[src/hdl/spf_pkg.sv]
// shared constants and types for the scanline span fill block
// no dependencies
`timescale 1ns / 1ps
package spf_pkg;
  localparam int MaxVertices = 8;
  localparam int CoordBits   = 12;
  localparam int IdxBits     = 3;
  localparam int CntBits     = 4;
  localparam int SpanLimit   = 4;
  localparam int NumBits     = 2 * CoordBits + 2;
  localparam int DenBits     = CoordBits + 1;

  localparam logic CmdLoad  = 1'b0;
  localparam logic CmdQuery = 1'b1;

  typedef logic signed [CoordBits-1:0] coord_t;

  typedef struct packed {
    logic start;
    logic busy;
    logic done;
  } div_ctl_t;
endpackage

[src/hdl/spf_divider.sv]
// restoring serial signed divider, one quotient bit per cycle, truncates toward zero
// depends on spf_pkg
`timescale 1ns / 1ps
module spf_divider (
  input  logic                                      clk_i,
  input  logic                                      rst_ni,
  input  logic                                      start_i,
  input  logic signed [spf_pkg::NumBits-1:0]        num_i,
  input  logic signed [spf_pkg::DenBits-1:0]        den_i,
  output spf_pkg::div_ctl_t                         ctl_o,
  output logic signed [spf_pkg::NumBits-1:0]        quo_o
);
  import spf_pkg::*;
  localparam int CntW = $clog2(NumBits + 1);

  logic [NumBits-1:0] rem_q, rem_d;
  logic [NumBits-1:0] quo_q, quo_d;
  logic [DenBits-1:0] den_q, den_d;
  logic               neg_q, neg_d;
  logic [CntW-1:0]    cnt_q, cnt_d;
  logic               busy_q, busy_d, done_q, done_d;
  logic [NumBits:0]   trial;
  logic [NumBits-1:0] anum;

  always_comb begin
    anum   = num_i[NumBits-1] ? NumBits'(-num_i) : NumBits'(num_i);
    rem_d  = rem_q;
    quo_d  = quo_q;
    den_d  = den_q;
    neg_d  = neg_q;
    cnt_d  = cnt_q;
    busy_d = busy_q;
    done_d = 1'b0;
    trial  = {rem_q, quo_q[NumBits-1]} - (NumBits+1)'(den_q);
    if (start_i) begin
      rem_d  = '0;
      quo_d  = anum;
      den_d  = den_i[DenBits-1] ? DenBits'(-den_i) : DenBits'(den_i);
      neg_d  = num_i[NumBits-1] ^ den_i[DenBits-1];
      cnt_d  = CntW'(NumBits);
      busy_d = 1'b1;
    end else if (busy_q) begin
      if (!trial[NumBits]) begin
        rem_d = trial[NumBits-1:0];
        quo_d = {quo_q[NumBits-2:0], 1'b1};
      end else begin
        rem_d = {rem_q[NumBits-2:0], quo_q[NumBits-1]};
        quo_d = {quo_q[NumBits-2:0], 1'b0};
      end
      cnt_d = cnt_q - 1'b1;
      if (cnt_q == CntW'(1)) begin
        busy_d = 1'b0;
        done_d = 1'b1;
      end
    end
  end

  always_ff @(posedge clk_i or negedge rst_ni) begin
    if (!rst_ni) begin
      busy_q <= 1'b0;
      done_q <= 1'b0;
      cnt_q  <= '0;
    end else begin
      busy_q <= busy_d;
      done_q <= done_d;
      cnt_q  <= cnt_d;
    end
  end

  always_ff @(posedge clk_i) begin
    rem_q <= rem_d;
    quo_q <= quo_d;
    den_q <= den_d;
    neg_q <= neg_d;
  end

  assign ctl_o.start = start_i;
  assign ctl_o.busy  = busy_q;
  assign ctl_o.done  = done_q;
  assign quo_o = neg_q ? -$signed(quo_q) : $signed(quo_q);
endmodule

[src/hdl/scanline_polygon_span_fill.sv]
// scanline polygon span fill, even-odd rule, top level
// depends on spf_pkg and spf_divider
//
//   channel | handshake                  | fields                 | role
//   in      | in_valid_i / in_ready_o    | cmd_i .. query_row_i   | sink
//   out     | out_valid_o / out_ready_i  | span_start_o .. last_o | source
//
// a load result is valid the cycle after its transaction is accepted
// a query spends a fetch and a test on each edge that misses the row, and on each crossing edge
// a fetch, test, operand setup, 26-bit serial divide with its done cycle and sorted insert,
// then a last fetch step ends the walk and the emit step registers the first result
// further spans follow one per cycle while out_ready_i is high
// reset puts the row bounds at their extremes; the vertex store stays unset
// the block takes one transaction at a time and holds each result until it is taken
`timescale 1ns / 1ps
module scanline_polygon_span_fill (
  input  logic                   clk_i,
  input  logic                   rst_ni,
  input  logic                   in_valid_i,
  output logic                   in_ready_o,
  input  logic                   cmd_i,
  input  logic [2:0]             vertex_index_i,
  input  spf_pkg::coord_t        vertex_col_i,
  input  spf_pkg::coord_t        vertex_row_i,
  input  logic [3:0]             vertex_count_i,
  input  spf_pkg::coord_t        query_row_i,
  output logic                   out_valid_o,
  input  logic                   out_ready_i,
  output spf_pkg::coord_t        span_start_o,
  output spf_pkg::coord_t        span_end_o,
  output logic                   span_valid_o,
  output spf_pkg::coord_t        bound_top_o,
  output spf_pkg::coord_t        bound_bottom_o,
  output logic                   last_o
);
  import spf_pkg::*;

  localparam logic [2:0] StIdle  = 3'd0;
  localparam logic [2:0] StEdge  = 3'd1;
  localparam logic [2:0] StMul   = 3'd2;
  localparam logic [2:0] StDiv   = 3'd3;
  localparam logic [2:0] StIns   = 3'd4;
  localparam logic [2:0] StEmit  = 3'd5;
  localparam logic [2:0] StWait  = 3'd6;

  localparam int XsBits = $clog2(MaxVertices + 1);
  localparam int SpBits = $clog2(SpanLimit + 1);

  logic [2:0] state_q, state_d;

  coord_t col_mem [MaxVertices];
  coord_t row_mem [MaxVertices];
  coord_t top_q, bot_q;

  coord_t xs_q [MaxVertices];
  logic [XsBits-1:0] nx_q;
  logic [CntBits-1:0] ei_q;
  logic [CntBits-1:0] n_q;
  coord_t y_q;
  logic [SpBits-1:0] sp_q, spans;

  // edge operand registers
  coord_t xi_q, yi_q, xj_q, yj_q;
  logic signed [NumBits-1:0] num_q;
  logic signed [DenBits-1:0] den_q;
  logic div_start;
  div_ctl_t div_ctl;
  logic signed [NumBits-1:0] quo;

  // output register
  logic   ov_q;
  coord_t os_q, oe_q;
  logic   osv_q, olast_q;

  logic [IdxBits-1:0] ej;
  logic crosses;
  logic emit_fire;
  logic signed [CoordBits:0] dy, dx, dn;

  assign in_ready_o = (state_q == StIdle) && !ov_q;
  assign ej = (ei_q + 1'b1 < n_q) ? IdxBits'(ei_q + 1'b1) : '0;
  assign crosses = ((yi_q <= y_q) && (yj_q > y_q)) || ((yj_q <= y_q) && (yi_q > y_q));
  assign dy = (CoordBits+1)'(y_q) - (CoordBits+1)'(yi_q);
  assign dx = (CoordBits+1)'(xj_q) - (CoordBits+1)'(xi_q);
  assign dn = (CoordBits+1)'(yj_q) - (CoordBits+1)'(yi_q);
  assign spans = (nx_q[XsBits-1:1] > XsBits'(SpanLimit)) ? SpBits'(SpanLimit)
                 : SpBits'(nx_q[XsBits-1:1]);
  assign div_start = (state_q == StMul);
  assign emit_fire = (state_q == StEmit) && (!ov_q || out_ready_i);

  spf_divider u_div (
    .clk_i  (clk_i),
    .rst_ni (rst_ni),
    .start_i(div_start),
    .num_i  (num_q),
    .den_i  (den_q),
    .ctl_o  (div_ctl),
    .quo_o  (quo)
  );

  always_comb begin
    state_d = state_q;
    case (state_q)
      StIdle: if (in_valid_i && in_ready_o && cmd_i == CmdQuery) state_d = StEdge;
      StEdge: begin
        if (ei_q >= n_q) state_d = StEmit;
        else state_d = StWait;
      end
      StWait: state_d = crosses ? StMul : StEdge;
      StMul:  state_d = StDiv;
      StDiv:  if (div_ctl.done) state_d = StIns;
      StIns:  state_d = StEdge;
      StEmit: begin
        if (!ov_q || out_ready_i) begin
          if (spans == '0 || sp_q + 1'b1 >= spans) state_d = StIdle;
        end
      end
      default: state_d = StIdle;
    endcase
  end

  always_ff @(posedge clk_i or negedge rst_ni) begin
    if (!rst_ni) begin
      state_q <= StIdle;
      top_q   <= {1'b0, {(CoordBits-1){1'b1}}};
      bot_q   <= {1'b1, {(CoordBits-1){1'b0}}};
      ov_q    <= 1'b0;
      nx_q    <= '0;
      ei_q    <= '0;
      sp_q    <= '0;
    end else begin
      state_q <= state_d;
      if ((state_q == StIdle && in_valid_i && in_ready_o && cmd_i == CmdLoad) || emit_fire)
        ov_q <= 1'b1;
      else if (ov_q && out_ready_i)
        ov_q <= 1'b0;
      case (state_q)
        StIdle: begin
          if (in_valid_i && in_ready_o) begin
            nx_q <= '0;
            ei_q <= '0;
            sp_q <= '0;
            if (cmd_i == CmdLoad) begin
              if (vertex_row_i < top_q) top_q <= vertex_row_i;
              if (vertex_row_i > bot_q) bot_q <= vertex_row_i;
            end
          end
        end
        StWait: if (!crosses) ei_q <= ei_q + 1'b1;
        StIns: begin
          nx_q <= nx_q + 1'b1;
          ei_q <= ei_q + 1'b1;
        end
        StEmit: begin
          if (emit_fire) sp_q <= sp_q + 1'b1;
        end
        default: ;
      endcase
    end
  end

  // payload and store
  always_ff @(posedge clk_i) begin
    case (state_q)
      StIdle: begin
        if (in_valid_i && in_ready_o) begin
          n_q <= (vertex_count_i > CntBits'(MaxVertices)) ? CntBits'(MaxVertices)
                 : vertex_count_i;
          y_q <= query_row_i;
          if (cmd_i == CmdLoad) begin
            col_mem[vertex_index_i] <= vertex_col_i;
            row_mem[vertex_index_i] <= vertex_row_i;
            os_q <= '0; oe_q <= '0; osv_q <= 1'b0; olast_q <= 1'b1;
          end
        end
      end
      StEdge: begin
        xi_q <= col_mem[ei_q[IdxBits-1:0]];
        yi_q <= row_mem[ei_q[IdxBits-1:0]];
        xj_q <= col_mem[ej];
        yj_q <= row_mem[ej];
      end
      StWait: begin
        // two products form the exact numerator, then it is divided serially
        num_q <= NumBits'(xi_q) * NumBits'(dn) + NumBits'(dy) * NumBits'(dx);
        den_q <= dn;
      end
      StIns: begin
        // insertion sort step, one new crossing shifted into place
        for (int k = MaxVertices - 1; k > 0; k--) begin
          if (k <= int'(nx_q) && xs_q[k-1] > coord_t'(quo)) xs_q[k] <= xs_q[k-1];
        end
        if (nx_q == '0 || xs_q[0] > coord_t'(quo)) xs_q[0] <= coord_t'(quo);
        for (int k = 1; k < MaxVertices; k++) begin
          if (k <= int'(nx_q) && !(xs_q[k-1] > coord_t'(quo)) &&
              (k == int'(nx_q) || xs_q[k] > coord_t'(quo)))
            xs_q[k] <= coord_t'(quo);
        end
      end
      StEmit: begin
        if (emit_fire) begin
          if (spans == '0) begin
            os_q <= '0; oe_q <= '0; osv_q <= 1'b0; olast_q <= 1'b1;
          end else begin
            os_q    <= xs_q[{sp_q[IdxBits-2:0], 1'b0}];
            oe_q    <= xs_q[{sp_q[IdxBits-2:0], 1'b1}];
            osv_q   <= 1'b1;
            olast_q <= (sp_q + 1'b1 >= spans);
          end
        end
      end
      default: ;
    endcase
  end

  assign out_valid_o    = ov_q;
  assign span_start_o   = os_q;
  assign span_end_o     = oe_q;
  assign span_valid_o   = osv_q;
  assign bound_top_o    = top_q;
  assign bound_bottom_o = bot_q;
  assign last_o         = olast_q;
endmodule

[config.mk]
export PLATFORM = sky130hd
export DESIGN_NAME = scanline_polygon_span_fill
export DESIGN_NICKNAME = d
export VERILOG_FILES = /design/src/hdl/spf_pkg.sv /design/src/hdl/spf_divider.sv /design/src/hdl/scanline_polygon_span_fill.sv
export SDC_FILE = /design/constraint.sdc
export NUM_CORES = 2
export LEC_CHECK = 0
export BUFFER_PORTS_ARGS = -buffer_cell sky130_fd_sc_hd__buf_2
export CORE_MARGIN = 2
export CORE_UTILIZATION = 50
export DETAILED_ROUTE_END_ITERATION = 12
export PLACE_DENSITY = 0.63
export SYNTH_ARGS = -nofsm -noshare
export SYNTH_HDL_FRONTEND = slang
export SYNTH_SLANG_ARGS = --single-unit
[constraint.sdc]
create_clock -name clk_i -period 18.31 [get_ports clk_i]
set_input_delay 0.9155 -clock clk_i [delete_from_list [all_inputs] [get_ports clk_i]]
set_output_delay 0.9155 -clock clk_i [all_outputs]
set_load 0.01 [all_outputs]
==> results by group <==
Clock network
  – Max H-tree Level: 2
  – CTS tree: done
  – Root Driver: clkbuf_16
  – Sink Count: 529
  – Worst-path clk slew: 60 ps
  – Skew-Pair Late Insertion Delay: between 600 and 700 ps
  – Setup Fix Bufs, Post-CTS: 0
  – Num CTS Buffers: 58
  – Post-CTS resize count: 0
  – CTS Hold Buffers Added: 0
  – CTS max path bufs: 3

Flow run
  – Max Cap Violations: 0

Global routing
  – Largest net degree at the start of global routing: 77
  – GRT Util Overall: 24.9%
  – Global-route wire length before repair: 166 mm
  – Initial antenna violation count: 5
  – Number of global-route vias before repair: 28.7k
  – Total grt overflow: 0

Routing
  – Routed vias: 27.9k
  – Avg WL per Cell: roughly 22 um
  – Initial drt markers: 1981
  – DRC: 0
  – Post-DRT Antenna Nets: 0
  – Final WL: 105 mm
  – DRT Pass-1 Iters: 7
  – Vias per cell: about 5.7

Floorplanning
  – Die ar.: 0.0859 mm2
  – IO Pins: 100
  – Die Height: 293 um
  – Initial Utilization: 50.7%
  – Core Rows: between 100 and 150
  – Die X: roughly 290 um
  – Core Area: 0.0824 mm2

Final layout
  – Area grow syn2layout: 9.25%
  – Share of post-route cells with drive strength above 1: between 10% and 20%
  – Most frequent cells in the layout: inv_1, edfxtp_1, fa_1
  – Final net count: 4457
  – Most common cell after layout, fill and taps aside: inv_1

Logic synthesis
  – Synth top area cells: edfxtp_1, fa_1, ha_1, inv_1, mux2_2
  – Syn_nets: 4380
  – Async set-reset flop share out of synthesis: 8.70%
  – Cell Area, Synth: 0.0418 mm2
  – Top FF cell, synth: edfxtp_1
  – Seq/Total Area, Yosys: 36.9%
  – Avg Synthesized Cell Area: about 11 um2
  – Unique cell type count in the Yosys netlist: 90
  – Post-synth top area cell: edfxtp_1
  – Synth Register Bits: 529
  – Mapped Cells: 3676
  – Post-synth EDFFs: between 400 and 500
  – Ys Warns: 0
  – Top-area cell type share of the netlist area: 32.9%

Run status
  – Outcome: completed

Timing
  – WHS: 417 ps
  – Worst slew pin tran: 1230 ps
  – Slew Viols, Final: 0
  – RSZ-0062 raised after global routing: false
  – Setup_tns: 0 ps
  – Crit share post-route: 49.5%
  – Final hold violation count: 0
  – Endpoints failing setup: 0
  – Minimum clock period: 9060 ps
  – Slew HR: 17.8%
  – Final Skew: ~47 ps
  – Max frequency: 110 MHz

Critical path
  – Most used cell, CP: fa_1
  – Buffers & Inverters on Critical Path: 5
  – Reg2reg start: yi_q[0]
  – CP Class: reg2reg
  – Critical path data required time: 18660 ps
  – Max FO, Critical Path: 8
  – FF-to-FF End: num_q[23]
  – Stages on worst setup path: 30
  – Setup crit end: num_q[23]
  – Critical path origin: yi_q[0]
  – CP Capture Type: register
  – Slowest CP cell: xnor2_1
  – Register-to-Register Path Depth: 30
  – Worst path max stage delay: 670 ps
  – Worst EP arrival: 9400 ps
  – Critical path startpoint category: register
  – Reg-to-reg setup timing slack: 9250 ps
  – Top delay family on crit path: adder cells

Placement
  – Gpl congestion: 0.950
  – I/O Buffers: 99
  – DP HPWL: between 70 and 80 mm

Min path
  – Worst hold-check path type: in2async
## state kept, by name, indices dropped and copies added, names as in the netlist, 13 cells and up
| name | count |
|---|---|
| u_div.den_q | 13 |
| row_mem | 96 |
| u_div.quo_q | 26 |
| xs_q | 96 |
| num_q | 26 |
| col_mem | 96 |
| den_q | 13 |
| u_div.rem_q | 26 |
## layout make-up
cell class	count	area, um2
fill	7077	36700
multi-input combinational	2493	24000
sequential	529	15400
inverter	520	1950
clock buffer	72	1520
tap	1070	1340
timing repair buffer	151	886
clock inverter	38	474
antenna	2	5.00
## logic make-up (layout without fill, tap and decap cells)
kind of cell | count (synthesis) | count (layout) | synth area share [%]
other cells | 0 | 2 | 0
xor+xnor | 146 | 146 | 3.08
buf+inv | 654 | 781 | 5.93
fa+ha+maj | 656 | 656 | 26.2
compound gates | 501 | 501 | 7.75
mux | 268 | 268 | 9.38
simple gates | 922 | 922 | 10.7
flops | 529 | 529 | 36.9
## layer usage
metal	global-route usage (%)	part of all wire, %	up-vias
li1	-	-	12800
met1	34.9	44	14100
met2	41.0	48	798
met3	3.85	5.8	142
met4	6.08	2.1	4
met5	0	0.029	-
## Yosys cell counts, drive strengths merged (46+ instances only)
master and instances:
nand2 318, and2 81, edfxtp 457, mux2 168, clkbuf 104, a21oi 146
fa 366, mux4 82, o21ai 137, nor3 46, nor2b 68, nand2b 59
nor2 198, inv 518, ha 290, xnor2 102
## worst min path at each step
stage / slack, ps / endpoint
3_5_place_dp: 480 / u_div.den_q[0]
4_1_cts: 420 / y_q[5]
5_1_grt: 430 / y_q[8]
6_report: 420 / bound_bottom_o[0]
3_3_place_gp: 480 / u_div.den_q[0]
2_1_floorplan: 450 / u_div.den_q[0]
## per-stage QoR
step	instance area (um2)	worst slack [ps]	util, %	instances
after floorplan	41800	10240	-	3676
after global placement	43600	9420	53.0	4763
after detailed placement	43600	9280	53.0	4763
after CTS	45600	9220	55.4	4873
after global routing	45600	8640	55.4	4874
final	45600	9250	55.4	4875
Power is not shown: default switching activity piles up to over one toggle a cycle in this logic, so the estimate is an artifact.
